`config.mk`:
```
export PLATFORM = sky130hd
export DESIGN_NAME = isl_sqrt_cell
export DESIGN_NICKNAME = d
export VERILOG_FILES = /design/src/rtl/isothermal_sphere_lens_terms_macros.svh /design/src/rtl/isl_pkg.sv /design/src/rtl/isl_sqrt_cell.sv
export SDC_FILE = /design/constraint.sdc
export NUM_CORES = 1
export LEC_CHECK = 0
export BUFFER_PORTS_ARGS = -buffer_cell sky130_fd_sc_hd__buf_2
export CAP_MARGIN = 5
export CORE_UTILIZATION = 48
export DETAILED_ROUTE_END_ITERATION = 16
export PLACE_DENSITY_LB_ADDON = 0.1
export SETUP_SLACK_MARGIN = 0.4
export SLEW_MARGIN = 10
export SYNTH_ARGS = -nofsm -noshare
export SYNTH_HDL_FRONTEND = slang
export SYNTH_SLANG_ARGS = --single-unit
```
`constraint.sdc`:
```
create_clock -name clk -period 4.2 [get_ports clk]
set_clock_uncertainty 0.1 [all_clocks]
set_input_delay 0.42 -clock clk [delete_from_list [all_inputs] [get_ports clk]]
set_output_delay 0.42 -clock clk [all_outputs]
set_load 0.01 [all_outputs]
```
`src/rtl/isothermal_sphere_lens_terms_macros.svh`:
```
// Assertion helpers; clk and arst_n must be in scope at the point of use.
`ifndef ISOTHERMAL_SPHERE_LENS_TERMS_MACROS_SVH
`define ISOTHERMAL_SPHERE_LENS_TERMS_MACROS_SVH

`define ISL_ASSERT_IMPL(lbl, ante, cons) \
	lbl: assert property (@(posedge clk) disable iff (!arst_n) (ante) |-> (cons)) \
		else $error("isl: implication check failed");

`define ISL_ASSERT_NEXT(lbl, ante, cons) \
	lbl: assert property (@(posedge clk) disable iff (!arst_n) (ante) |=> (cons)) \
		else $error("isl: next-cycle check failed");

`endif

```
`src/rtl/isl_pkg.sv`:
```
`timescale 1ns / 1ps

package isl_pkg;

	localparam int unsigned DATA_W     = 32;
	localparam int unsigned B_W        = 31;
	localparam int unsigned ROOT_W     = 32;
	localparam int unsigned SQ_W       = 2 * DATA_W;
	localparam int unsigned SQRT_REM_W = ROOT_W + 1;
	localparam int unsigned REM_W      = ROOT_W + 1;
	localparam int unsigned PROD_W     = B_W + DATA_W;
	localparam int unsigned QUO_W      = B_W;
	localparam int unsigned FRAC_W     = 16;
	localparam int unsigned HQUO_W     = QUO_W + FRAC_W;
	localparam int unsigned POT_W      = PROD_W - FRAC_W;
	localparam int unsigned TERM_W     = HQUO_W + 2;
	localparam int unsigned CFG_IDX_W  = 3;
	localparam int unsigned N_ACC      = 6;

	localparam logic [CFG_IDX_W-1:0] REG_EINSTEIN  = 3'd0;
	localparam logic [CFG_IDX_W-1:0] REG_CENTER_X  = 3'd1;
	localparam logic [CFG_IDX_W-1:0] REG_CENTER_Y  = 3'd2;
	localparam logic [CFG_IDX_W-1:0] REG_GRAD_ONLY = 3'd3;

	localparam logic [B_W-1:0] EINSTEIN_RESET = 31'd65536;

	localparam int unsigned ACC_POT = 0;
	localparam int unsigned ACC_GX  = 1;
	localparam int unsigned ACC_GY  = 2;
	localparam int unsigned ACC_HXX = 3;
	localparam int unsigned ACC_HYY = 4;
	localparam int unsigned ACC_HXY = 5;

	// everything that rides alongside the arithmetic cells
	typedef struct packed {
		logic [N_ACC-1:0][DATA_W-1:0] acc;
		logic                         dx_neg;
		logic                         dy_neg;
		logic                         sat;
		logic                         last;
		logic                         zero;
		logic [DATA_W-1:0]            ax;
		logic [DATA_W-1:0]            ay;
		logic [ROOT_W-1:0]            r;
		logic [POT_W-1:0]             pot;
		logic [QUO_W-1:0]             gx;
		logic [QUO_W-1:0]             gy;
	} side_t;

	localparam int unsigned SIDE_W = $bits(side_t);

	typedef struct packed {
		logic                     sat;
		logic [DATA_W-1:0]        val;
	} sum_t;

	function automatic sum_t sub_clamp(input logic [DATA_W-1:0] a,
		input logic [DATA_W-1:0] b);
		logic [DATA_W:0] d;
		sum_t            r;
		d = {a[DATA_W-1], a} - {b[DATA_W-1], b};
		if (d[DATA_W] == d[DATA_W-1]) begin
			r.sat = 1'b0;
			r.val = d[DATA_W-1:0];
		end else begin
			r.sat = 1'b1;
			r.val = d[DATA_W] ? {1'b1, {(DATA_W-1){1'b0}}} : {1'b0, {(DATA_W-1){1'b1}}};
		end
		return r;
	endfunction

	function automatic sum_t clamp_add(input logic [DATA_W-1:0] acc,
		input logic [TERM_W-1:0] term);
		logic [TERM_W:0] s;
		sum_t            r;
		s = {{(TERM_W+1-DATA_W){acc[DATA_W-1]}}, acc} + {term[TERM_W-1], term};
		if (s[TERM_W:DATA_W-1] == '0 || s[TERM_W:DATA_W-1] == '1) begin
			r.sat = 1'b0;
			r.val = s[DATA_W-1:0];
		end else begin
			r.sat = 1'b1;
			r.val = s[TERM_W] ? {1'b1, {(DATA_W-1){1'b0}}} : {1'b0, {(DATA_W-1){1'b1}}};
		end
		return r;
	endfunction

endpackage

```
`src/rtl/isl_sqrt_cell.sv`:
```
`timescale 1ns / 1ps

// one root bit per cell: two radicand bits in, trial subtract
module isl_sqrt_cell (
	input  logic                            clk,
	input  logic [isl_pkg::SQRT_REM_W-1:0]  rem_i,
	input  logic [isl_pkg::ROOT_W-1:0]      root_i,
	input  logic [isl_pkg::SQ_W-1:0]        rad_i,
	output logic [isl_pkg::SQRT_REM_W-1:0]  rem_o,
	output logic [isl_pkg::ROOT_W-1:0]      root_o,
	output logic [isl_pkg::SQ_W-1:0]        rad_o
);

	logic [isl_pkg::SQRT_REM_W+1:0] t;
	logic [isl_pkg::SQRT_REM_W+1:0] trial;
	logic [isl_pkg::SQRT_REM_W+1:0] diff;
	logic                           ge;
	logic [isl_pkg::SQRT_REM_W-1:0] rem_q;
	logic [isl_pkg::ROOT_W-1:0]     root_q;
	logic [isl_pkg::SQ_W-1:0]       rad_q;

	always_comb begin
		t     = {rem_i, rad_i[isl_pkg::SQ_W-1 -: 2]};
		trial = {1'b0, root_i, 2'b01};
		diff  = t - trial;
		ge    = (t >= trial);
	end

	always_ff @(posedge clk) begin
		rem_q  <= ge ? diff[isl_pkg::SQRT_REM_W-1:0] : t[isl_pkg::SQRT_REM_W-1:0];
		root_q <= {root_i[isl_pkg::ROOT_W-2:0], ge};
		rad_q  <= {rad_i[isl_pkg::SQ_W-3:0], 2'b00};
	end

	assign rem_o  = rem_q;
	assign root_o = root_q;
	assign rad_o  = rad_q;

endmodule

```
# Word level (Yosys, flattened, before mapping)
# Index checks and enable logic that the tools add are counted.
# word_totals
out_inout_bits	129
reg_bits	127
in_bits	130
# op_classes
n_mux	1
magnitude_cmp	1
addsub	1
# op_table
operator	n
$ge 35x34->1	1
$mux 33	1
$sub 33x33->33	1

# Logic depth before layout (Yosys ltp)
# depth
word_depth	2
mapped_depth	14

# Worst setup path before layout
# OpenSTA, ideal clock, no wires.
# synth_path
path_kind	input-to-reg
startpoint	in root_i[5] (netlist name)
endpoint	reg rem_q (netlist bit rem_o[32])
t_required_ns	3.978
setup_ns	0.122
arrival_time_ns	2.536
cell_stages	11
setup_slack_ns	1.442
path_cell_list	inv_1 > ha_1 > a211oi_2 > o21bai_1 > a21o_1 > a221o_1 > a221o_1 > a21o_1 > a21oi_2 > xor2_1 > a21oi_1
# synth_via
elab_chain_cells	2
elab_cells_between_ends	3
# synth_lines
item	line	rtl
from (decl)	isl_sqrt_cell.sv:7	input logic [isl_pkg::ROOT_W-1:0] root_i,
$sub 33x33->33 / $ge 35x34->1 (equally long branches)	isl_sqrt_cell.sv:25, isl_sqrt_cell.sv:26	
$mux 33 (*)	isl_sqrt_cell.sv:30	rem_q <= ge ? diff[isl_pkg::SQRT_REM_W-1:0] : t[isl_pkg::SQRT_REM_W-1:0];
to (signal assigned)	isl_sqrt_cell.sv:30	
to (decl)	isl_sqrt_cell.sv:18	logic [isl_pkg::SQRT_REM_W-1:0] rem_q;
# Mark *: on every way between the ends. The rest lies on a longest branch, timed or not.

# Final worst setup path
# layout_path
startpoint	in root_i[0] (netlist name)
endpoint	reg rem_q (netlist bit rem_o[22])
# Same word-level chain as after synthesis.

==> flow_summary.json <==
{
  "status": "finished clean",
  "gp_congestion": 0.840,
  "ys_warn_count": 0,
  "dieHeight_um": 102,
  "dp_slack_ps": 821,
  "cp.arrival_ps": 3810,
  "dp_hpwl_um": 9780,
  "max_clock_freq_mhz": 288,
  "finalHoldViolations": 0,
  "clk_path_buf_depth": 2,
  "synth_xor_area_frac": 0.0508,
  "ys_async_sr_fraction": 0,
  "cts_root_buf": "clkbuf_8",
  "core_area_um2": 9770,
  "layout-drive-gt1-share": 0.356,
  "cts_tree": "yes",
  "path_max_fanout": 19,
  "regArea_um2": 2540,
  "avgSynthCellArea_um2": 9.89,
  "ios": 259,
  "yosysTopAreaCell": "dfxtp_1",
  "final_common_cell": "buf_2",
  "hp-start": "rem_i[27]",
  "synth.area.mux_share": 0.0163,
  "dieWidth_um": 102,
  "area_delta_synth_final_pct": 60.0,
  "critPathSlowestCell": "o21ai_4",
  "wl_per_cell_um": 15.7,
  "path_clk_slew_ps": 60,
  "grt_overflow_total": 0,
  "path_class": "primary input to flop",
  "crit_top_cell": "a21oi_1",
  "grt_pass1_wl_um": 23600,
  "holdPathStages": 2,
  "synth_fa_ha_area_frac": 0.0881,
  "vias_per_cell": 4.94,
  "power_density_nw_per_um2": 456,
  "yosys_register_bits": 127,
  "die_area_um2": 10500,
  "syn-instance-count": 488,
  "syn_area_um2": 4830,
  "ir_drop_mv": 0.241,
  "synth_flop_cell": "dfxtp_1",
  "synth-compound-area-share": 0.171,
  "startpoint_type": "primary input",
  "wirelength_um": 15600,
  "numCtsBuffers": 17,
  "seq_area_frac_synth": 0.527,
  "synth-simple-area-share": 0.0951,
  "setup_viol": 0,
  "vias": 4881,
  "path_cells": "dlygate4sd3_1 > buf_2 > inv_1 > ha_1 > o21ai_0 > a211oi_2 > nand2_1 > a221o_1 > a21oi_1 > a21oi_1 > o21ai_4 > buf_4 > nor2_1 > a21oi_1",
  "drt_iter0_markers": 217,
  "power_mw": 3.52,
  "numPortBuffers": 256,
  "grt_start_max_net_pins": 20,
  "rsz0062_at_grt": "false",
  "min_period_ps": 3470,
  "relSlewSlack": 0.590,
  "cp.required_ps": 4540,
  "final_cell_mix": "buf_2, dfxtp_1, dlygate4sd3_1",
  "synth.top_cell.area_share": 0.527,
  "antenna_found_initial": 0,
  "synth_top_family_by_area": "compound AO/OA/AOI/OAI gates",
  "dr.pass1.iters": 4,
  "multiInputGateArea_um2": 2050,
  "synth_edf_count": 0,
  "leakagePower_nw": 3.82,
  "crit_path_max_incr_delay_ps": 540,
  "hold_path_end": "rem_o[29]",
  "worstMarginPinSlew_ps": 613,
  "drtAntennaViolNets": 0,
  "n_antenna_cell": 0,
  "report.final.slew_viol_count": 0,
  "fin_ws_ps": 730,
  "ctsResizeCount": 0,
  "endpoint_kind": "flop",
  "max_cap_viol_count": 0,
  "clock_sinks": 127,
  "fin_setup_tns_ps": 0,
  "synthDistinctLibCells": 48,
  "grt_usage": 0.297,
  "nNetsFinal": 1006,
  "hp-class": "primary input to flop",
  "rows": 36,
  "initial_utilization": 0.494,
  "yosys-top-cells-area": "dfxtp_1, ha_1, a21oi_1",
  "grt_pass1_vias": 4949,
  "drcViolationCount": 0,
  "period_share": 0.826,
  "htree_num_levels": 4,
  "fillers": 679
}
## cell type report
type | instances | share of cell area
multi-input combinational | 305 | 0.265
sequential | 127 | 0.329
timing repair buffer | 352 | 0.289
inverter | 39 | 0.0189
clock buffer | 17 | 0.0536
tap | 133 | 0.0215
clock inverter | 15 | 0.0223
## routing by layer
layer | part of all wire | routed length [um] | GRT usage
met1 | 0.38 | 5960 | 0.317
met2 | 0.51 | 7900 | 0.534
met3 | 0.068 | 1050 | 0.0766
met4 | 0.041 | 642 | 0.162
met5 | 0 | 0 | 0
## metrics by stage
| step | hold slack, ps | cells | cell area, um2 | utilization |
|---|---|---|---|---|
| 5_1_grt | 51.8 | 988 | 7730 | 0.791 |
| 2_1_floorplan | 348 | 489 | 4830 | - |
| 4_1_cts | 33.7 | 988 | 7730 | 0.791 |
| 6_report | 43.9 | 988 | 7730 | 0.791 |
| 3_5_place_dp | 424 | 863 | 6210 | 0.635 |
| 3_3_place_gp | 423 | 863 | 6210 | 0.635 |
## timing repair
action,4_1_cts,5_1_grt
hold buffers,93,0
hold endpoints to repair,93,0
setup buffers,0,0
## cell usage after synthesis, types with 2 or more instances
master,number
buf_2,8
nand2b_1,4
nor2_1,42
nand4_1,6
o21ai_0,20
a41oi_1,2
a211oi_2,2
o21a_1,8
and3_1,3
dfxtp_1,127
nor3_1,5
a21o_1,9
a211oi_1,3
xor2_1,9
o211ai_1,2
inv_1,39
ha_1,34
a221oi_1,2
o31ai_1,2
buf_4,4
nand3_1,8
a21oi_1,56
a21oi_2,2
o21bai_1,6
clkbuf_1,5
xnor2_1,19
mux2_2,7
a221o_1,3
a31oi_1,5
nand2_1,28
## report_power, final
group | switching [mW] | internal, mW
clock network | 0.608 | 0.864
registers | 0.0315 | 1.32
logic | 0.368 | 0.333
## how the worst max path moves through the flow
stage	from	endpoint	slack, ps	cells after the start
3_3_place_gp	root_i[0]	rem_o[25]	930	13
4_1_cts	root_i[0]	rem_o[17]	810	14
5_1_grt	root_i[0]	rem_o[22]	480	14
2_1_floorplan	root_i[5]	rem_o[32]	1440	11
6_report	root_i[0]	rem_o[22]	730	14
3_5_place_dp	root_i[0]	rem_o[17]	820	13
## sequential cells by signal, indices dropped and copies added, names as in the netlist
name	count
rem_o	33
root_o	32
rad_o	62
## kinds of logic (layout without fill, tap and decap cells)
group                    after synthesis  in the layout
buffers and inverters                 57            423
XOR/XNOR                              28             28
multiplexers                           7              7
AO/OA/AOI/OAI                        131            131
AND/OR/NAND/NOR                      103            103
adder cells (fa/ha/maj)               34             34
other                                  1              2
flip-flops                           127            127
## critical path: cells and delay by family
| family | cells | cell delay (ps) |
|---|---|---|
| buf+inv | 4 | 1000 |
| simple gates | 2 | 200 |
| compound gates | 7 | 1860 |
| fa+ha+maj | 1 | 330 |
No activity file was read; power rests on OpenSTA's default activity.
