===== src/rtl/isothermal_sphere_lens_terms_macros.svh =====
// Assertion helpers; clk and arst_n must be in scope at the point of use.
`ifndef ISOTHERMAL_SPHERE_LENS_TERMS_MACROS_SVH
`define ISOTHERMAL_SPHERE_LENS_TERMS_MACROS_SVH

`define ISL_ASSERT_IMPL(lbl, ante, cons) \
	lbl: assert property (@(posedge clk) disable iff (!arst_n) (ante) |-> (cons)) \
		else $error("isl: implication check failed");

`define ISL_ASSERT_NEXT(lbl, ante, cons) \
	lbl: assert property (@(posedge clk) disable iff (!arst_n) (ante) |=> (cons)) \
		else $error("isl: next-cycle check failed");

`endif


===== src/rtl/isl_pkg.sv =====
`timescale 1ns / 1ps

package isl_pkg;

	localparam int unsigned DATA_W     = 32;
	localparam int unsigned B_W        = 31;
	localparam int unsigned ROOT_W     = 32;
	localparam int unsigned SQ_W       = 2 * DATA_W;
	localparam int unsigned SQRT_REM_W = ROOT_W + 1;
	localparam int unsigned REM_W      = ROOT_W + 1;
	localparam int unsigned PROD_W     = B_W + DATA_W;
	localparam int unsigned QUO_W      = B_W;
	localparam int unsigned FRAC_W     = 16;
	localparam int unsigned HQUO_W     = QUO_W + FRAC_W;
	localparam int unsigned POT_W      = PROD_W - FRAC_W;
	localparam int unsigned TERM_W     = HQUO_W + 2;
	localparam int unsigned CFG_IDX_W  = 3;
	localparam int unsigned N_ACC      = 6;

	localparam logic [CFG_IDX_W-1:0] REG_EINSTEIN  = 3'd0;
	localparam logic [CFG_IDX_W-1:0] REG_CENTER_X  = 3'd1;
	localparam logic [CFG_IDX_W-1:0] REG_CENTER_Y  = 3'd2;
	localparam logic [CFG_IDX_W-1:0] REG_GRAD_ONLY = 3'd3;

	localparam logic [B_W-1:0] EINSTEIN_RESET = 31'd65536;

	localparam int unsigned ACC_POT = 0;
	localparam int unsigned ACC_GX  = 1;
	localparam int unsigned ACC_GY  = 2;
	localparam int unsigned ACC_HXX = 3;
	localparam int unsigned ACC_HYY = 4;
	localparam int unsigned ACC_HXY = 5;

	// everything that rides alongside the arithmetic cells
	typedef struct packed {
		logic [N_ACC-1:0][DATA_W-1:0] acc;
		logic                         dx_neg;
		logic                         dy_neg;
		logic                         sat;
		logic                         last;
		logic                         zero;
		logic [DATA_W-1:0]            ax;
		logic [DATA_W-1:0]            ay;
		logic [ROOT_W-1:0]            r;
		logic [POT_W-1:0]             pot;
		logic [QUO_W-1:0]             gx;
		logic [QUO_W-1:0]             gy;
	} side_t;

	localparam int unsigned SIDE_W = $bits(side_t);

	typedef struct packed {
		logic                     sat;
		logic [DATA_W-1:0]        val;
	} sum_t;

	function automatic sum_t sub_clamp(input logic [DATA_W-1:0] a,
		input logic [DATA_W-1:0] b);
		logic [DATA_W:0] d;
		sum_t            r;
		d = {a[DATA_W-1], a} - {b[DATA_W-1], b};
		if (d[DATA_W] == d[DATA_W-1]) begin
			r.sat = 1'b0;
			r.val = d[DATA_W-1:0];
		end else begin
			r.sat = 1'b1;
			r.val = d[DATA_W] ? {1'b1, {(DATA_W-1){1'b0}}} : {1'b0, {(DATA_W-1){1'b1}}};
		end
		return r;
	endfunction

	function automatic sum_t clamp_add(input logic [DATA_W-1:0] acc,
		input logic [TERM_W-1:0] term);
		logic [TERM_W:0] s;
		sum_t            r;
		s = {{(TERM_W+1-DATA_W){acc[DATA_W-1]}}, acc} + {term[TERM_W-1], term};
		if (s[TERM_W:DATA_W-1] == '0 || s[TERM_W:DATA_W-1] == '1) begin
			r.sat = 1'b0;
			r.val = s[DATA_W-1:0];
		end else begin
			r.sat = 1'b1;
			r.val = s[TERM_W] ? {1'b1, {(DATA_W-1){1'b0}}} : {1'b0, {(DATA_W-1){1'b1}}};
		end
		return r;
	endfunction

endpackage


===== src/rtl/isl_div_cell.sv =====
`timescale 1ns / 1ps

// one restoring division step; dividend bits shift out as quotient bits shift in
module isl_div_cell #(
	parameter int unsigned QW = isl_pkg::QUO_W
) (
	input  logic                       clk,
	input  logic [isl_pkg::REM_W-1:0]  rem_i,
	input  logic [QW-1:0]              dq_i,
	input  logic [isl_pkg::ROOT_W-1:0] d_i,
	output logic [isl_pkg::REM_W-1:0]  rem_o,
	output logic [QW-1:0]              dq_o,
	output logic [isl_pkg::ROOT_W-1:0] d_o
);

	logic [isl_pkg::REM_W:0]    t;
	logic [isl_pkg::REM_W:0]    dvs;
	logic [isl_pkg::REM_W:0]    diff;
	logic                       ge;
	logic [isl_pkg::REM_W-1:0]  rem_q;
	logic [QW-1:0]              dq_q;
	logic [isl_pkg::ROOT_W-1:0] d_q;

	always_comb begin
		t    = {rem_i, dq_i[QW-1]};
		dvs  = {2'b00, d_i};
		diff = t - dvs;
		ge   = (t >= dvs);
	end

	always_ff @(posedge clk) begin
		rem_q <= ge ? diff[isl_pkg::REM_W-1:0] : t[isl_pkg::REM_W-1:0];
		dq_q  <= {dq_i[QW-2:0], ge};
		d_q   <= d_i;
	end

	assign rem_o = rem_q;
	assign dq_o  = dq_q;
	assign d_o   = d_q;

endmodule


===== src/rtl/isl_div_chain.sv =====
`timescale 1ns / 1ps

// QW cells, one quotient bit each; needs rem_i < d_i on entry
module isl_div_chain #(
	parameter int unsigned QW = isl_pkg::QUO_W
) (
	input  logic                       clk,
	input  logic [isl_pkg::REM_W-1:0]  rem_i,
	input  logic [QW-1:0]              dq_i,
	input  logic [isl_pkg::ROOT_W-1:0] d_i,
	output logic [QW-1:0]              q_o
);

	logic [isl_pkg::REM_W-1:0]  rem_w [QW+1];
	logic [QW-1:0]              dq_w  [QW+1];
	logic [isl_pkg::ROOT_W-1:0] d_w   [QW+1];

	assign rem_w[0] = rem_i;
	assign dq_w[0]  = dq_i;
	assign d_w[0]   = d_i;

	for (genvar i = 0; i < QW; i++) begin : g_cell
		isl_div_cell #(.QW(QW)) u_cell (
			.clk   (clk),
			.rem_i (rem_w[i]),
			.dq_i  (dq_w[i]),
			.d_i   (d_w[i]),
			.rem_o (rem_w[i+1]),
			.dq_o  (dq_w[i+1]),
			.d_o   (d_w[i+1])
		);
	end

	assign q_o = dq_w[QW];

endmodule


===== config.mk =====
export PLATFORM = sky130hd
export DESIGN_NAME = isl_div_chain
export DESIGN_NICKNAME = d
export VERILOG_FILES = /design/src/rtl/isothermal_sphere_lens_terms_macros.svh /design/src/rtl/isl_pkg.sv /design/src/rtl/isl_div_cell.sv /design/src/rtl/isl_div_chain.sv
export SDC_FILE = /design/constraint.sdc
export NUM_CORES = 2
export LEC_CHECK = 0
export BUFFER_PORTS_ARGS = -buffer_cell sky130_fd_sc_hd__buf_2
export CAP_MARGIN = 5
export CORE_MARGIN = 1.5
export CORE_UTILIZATION = 55
export CTS_BUF_LIST = sky130_fd_sc_hd__clkbuf_4
export DETAILED_ROUTE_END_ITERATION = 10
export GPL_ROUTABILITY_DRIVEN = 0
export PLACE_DENSITY = 0.68
export SYNTH_ARGS = -nofsm -noshare
export SYNTH_HDL_FRONTEND = slang
export SYNTH_SLANG_ARGS = --single-unit

===== constraint.sdc =====
create_clock -name clk -period 10.35 [get_ports clk]
set_input_delay 3.105 -clock clk [delete_from_list [all_inputs] [get_ports clk]]
set_output_delay 3.105 -clock clk [all_outputs]
set_load 0.03 [all_outputs]

# Word level (Yosys, flattened, before mapping)
# Cells that the tools add are included.
# totals
reg_bits	2911
# op_classes
n_lt_le_gt_ge	31
n_addsub	30
mux	30
# ops
operator	count
$ge 34x32->1	31
$mux 33	30
$sub 33x32->33	30

# Depth between registers and ports, before layout
# depth
depth_word	2
depth_mapped	16

# By module
# Synthesis repeated with hierarchy kept, for this count alone.
# unflattened
hier_cells	13680
hier_area_um2	127517.3
# modules_own_cells
mod	n_inst	cells_each	area_each_um2	seq_area_each_um2
isl_div_cell at g_cell[0].u_cell ...	30	442	4112.7	1921.8
isl_div_cell at g_cell[20].u_cell	1	420	4136.5	1921.8

# Worst setup path after synthesis
# OpenSTA, ideal clock, no wires.
# synth_timing
path_kind	input to register
startpoint	in dq_i[30]
endpoint	reg g_cell[0].u_cell.rem_q, in the netlist g_cell[0].u_cell.rem_o[10]
arrival_ns	6.035
path_buffers	2
slack_ns	4.194
cell_stages	16
required_time_ns	10.229
cell_sequence	inv_1 > ha_1 > inv_1 > fa_1 > a21oi_1 > o211ai_1 > a31oi_1 > nor2_1 > nor2_1 > or4_1 > a41o_1 > o21ai_0 > or4_1 > clkbuf_1 > buf_2 > mux2_2
# synth_via
elab_chain_len	2
elab_cells_between_ends	3
cone_classes	add/sub (1); order compare (1); mux (1)
# synth_lines
element	line	text
start: declaration	isl_div_chain.sv:9	input logic [QW-1:0] dq_i,
$sub 33x32->33 or $ge 34x32->1 (tied branches)	isl_div_cell.sv:27, isl_div_cell.sv:28	
$mux 33 (*)	isl_div_cell.sv:32	rem_q <= ge ? diff[isl_pkg::REM_W-1:0] : t[isl_pkg::REM_W-1:0];
end signal: assignment	isl_div_cell.sv:32	
end: declaration	isl_div_cell.sv:20	logic [isl_pkg::REM_W-1:0] rem_q;
# Mark *: on every way between the ends. The rest lies on a longest branch, timed or not.

# Final worst setup path
# layout_timing
startpoint	in dq_i[30]
endpoint	reg g_cell[0].u_cell.rem_q, in the netlist g_cell[0].u_cell.rem_o[2]
# Same word-level chain as after synthesis.

==> impl_metrics.ini <==
[status]
status = completed

[global_routing]
grt-ovfl-total = 0
antenna_found_initial = 7
grt_max_degree = 66
grt_pass1_wl_um = 450500
grt_use_met3_pct = 4.290
grt_use_met1_pct = 28.30
grt_usage_pct = 24.43
grt-busiest-layer = met2
grt_pass1_vias = 90785
use_met2_pct = 43.00

[timing]
rsz0062_at_grt = no
worst_pin_slew_ns = 1.063
slew_headroom_pct = 29.15
fin_crit_ns = 5.881
final_hold_viol_count = 0
maxSlewViolCount = 0
setup_viol = 0
setup-tns-final_ns = 0
final.setup_skew_ns = 0.1664
fin_ws_ns = 4.469
holdWs_ns = 0.2221
max_clock_freq_mhz = 170.0
finalCritPeriodShare_pct = 56.83

[logic_synthesis]
yosysSeqAreaShare_pct = 47.75
ys_types = 86
synthArstFlopShare_pct = 0
synth_area_per_cell_um2 = 9.484
ys_warn_count = 0
synthCells = 12870
synth-edff-count = 0
ys_ff_latch = 2911
syn-cell-area_um2 = 122100
synth_ff_type = dfxtp_1
syn_nets = 13989

[layout]
layout_commonest_cell = dfxtp_1
fin_nets = 14482
final_cell_mix = 2,911 x dfxtp_1, 1,256 x inv_1, 1,031 x a21oi_1
fillers = 18956
post-route-util_pct = 60.85
drive_gt1_share_pct = 11.17
finalNonFillerCells = 16817
register_area_um2 = 58280
area_delta_synth_final_pct = 9.758
multi_input_area_um2 = 57640

[clock_network]
clkSinkCount = 2911
clkLatencyLatePin_ns = 1.50
cts_buffers = 724
htree_levels = 6
cts_resized = 0
holdBufCountCts = 0
clk_pin_slew_ns = 0.07
cts_tree = yes
cts_max_path_buffers = 4
clock-root-buffer = clkbuf_4
post_cts_buffers = 0

[floorplanning]
die_area_um2 = 224800
die_w_um = 474.1
die_h_um = 474.1
rows = 172
pin_count = 128
initial_utilization_pct = 55.44
coreArea_um2 = 220200

[worst_setup_path]
critPathMaxFanout = 26
r2r_start = g_cell[21].u_cell.dq_o[30]
crit_path_start = dq_i[30]
r2r_cells = 15
cp.required_ns = 11.60
arrival_ns = 7.14
endpoint_kind = flop
rrSetupSlack_ns = 5.60
criticalPathCategory = in2reg
crit_end = g_cell[0].u_cell.rem_o[2]
r2r_end = g_cell[22].u_cell.rem_o[2]
cp-start-kind = input port

[routing]
ant_nets = 0
routed_wl_um = 281800
num_vias = 91847
drc = 0
routedWlPerCell_um = 16.76
via_per_inst = 5.462
drt_iter0_drc = 6193
first_pass_iters = 9

[power]
peakVddDrop_mv = 0.1696
p_per_area_nw_per_um2 = 357.3
leakage_nw = 62.62

[hold_path]
hold_class = reg2reg

[place]
io_buffers = 127
place_ws_ns = 3.221
placed_cells = 15595
place_hpwl_um = 214400

[job]
max_cap_violations = 0
==> routing by layer <==
metal | vias to the layer above | part of all wire [%]
met5 | - | 0.0092
met4 | 4 | 4.6
met3 | 790 | 4.9
met2 | 2761 | 49
met1 | 42584 | 41
li1 | 45708 | -
==> layout make-up <==
type                            instances  area share (%)
Antenna cell                           11         0.02055
Clock buffer                          999           5.598
Clock inverter                        212          0.9424
Inverter                             1256           3.519
Multi-Input combinational cell       8315           43.03
Sequential cell                      2911           43.50
Tap cell                             2958           2.763
Timing Repair Buffer                  155          0.6314
==> where the power goes <==
group          internal (mW)  switching, mW
clock network           4.78           4.35
registers               14.6           1.91
logic                   9.57           12.7
total                   28.9           19.0
==> flip-flops by register name, indices dropped and copies added, names as in the netlist <==
register             count
g_cell.u_cell.d_o      960
g_cell.u_cell.rem_o    990
g_cell.u_cell.dq_o     961
==> worst min path at each step <==
stage                                     startpoint                         end  slack, ns  cells after the start
after floorplan             g_cell[9].u_cell.dq_o[9]  g_cell[10].u_cell.dq_o[10]       0.31                      0
after detailed placement  g_cell[12].u_cell.dq_o[19]  g_cell[13].u_cell.dq_o[20]       0.31                      0
after global routing      g_cell[28].u_cell.dq_o[11]  g_cell[29].u_cell.dq_o[12]       0.22                      0
final                      g_cell[27].u_cell.dq_o[9]  g_cell[28].u_cell.dq_o[10]       0.22                      0
after global placement      g_cell[6].u_cell.dq_o[8]    g_cell[7].u_cell.dq_o[9]       0.31                      0
after CTS                  g_cell[27].u_cell.dq_o[9]  g_cell[28].u_cell.dq_o[10]       0.20                      0
==> cells in the mapped netlist, drive strengths merged (66+ instances only) <==
master / number / area [µm²]
dfxtp: 2911 / 58280
inv: 1256 / 4715
a21oi: 1036 / 5185
ha: 992 / 12410
nand2: 989 / 3712
o21ai: 969 / 4857
nor2: 655 / 2459
a21o: 578 / 4339
xnor2: 480 / 4204
xor2: 371 / 3249
clkbuf: 322 / 1209
mux2: 231 / 2699
nand3: 212 / 1066
nand4: 174 / 1089
o21bai: 161 / 1209
nor3: 128 / 640.6
o21a: 122 / 915.9
nand2b: 116 / 725.7
nor2b: 113 / 706.9
a31oi: 107 / 669.4
and3: 101 / 631.9
a211oi: 67 / 515.5
buf: 66 / 410.4
o31ai: 66 / 500.5
==> worst max-delay path, cell delays in order <==
cell and delay (ns):
buf_2 0.10, inv_1 0.07, ha_1 0.17, inv_1 0.06, fa_1 0.41, a21oi_1 0.24
o211ai_1 0.24, a31oi_1 0.37, nor2_1 0.07, nor2_1 0.31, or4_1 0.23, a41o_1 0.25
o21ai_0 0.17, or4_1 0.64, buf_4 0.34, mux2_2 0.33
==> through the flow <==
stage	power, mW	area, µm²
after floorplan	33.24	122100
after global placement	38.04	125200
after detailed placement	38.58	125200
after CTS	48.01	133900
after global routing	51.59	134000
final	47.87	134000
==> logic make-up after synthesis <==
kind of cell / Yosys count / share of synthesized area, %
DFF: 2911 / 47.75
adders and majority gates: 1022 / 10.66
xor gates and xnor gates: 851 / 6.107
AOI/OAI and AO/OA: 3485 / 17.63
muxes: 254 / 2.400
and+or+nand+nor: 2703 / 10.27
buffers and inverters: 1644 / 5.189
Power figures use the tool's default switching activity.
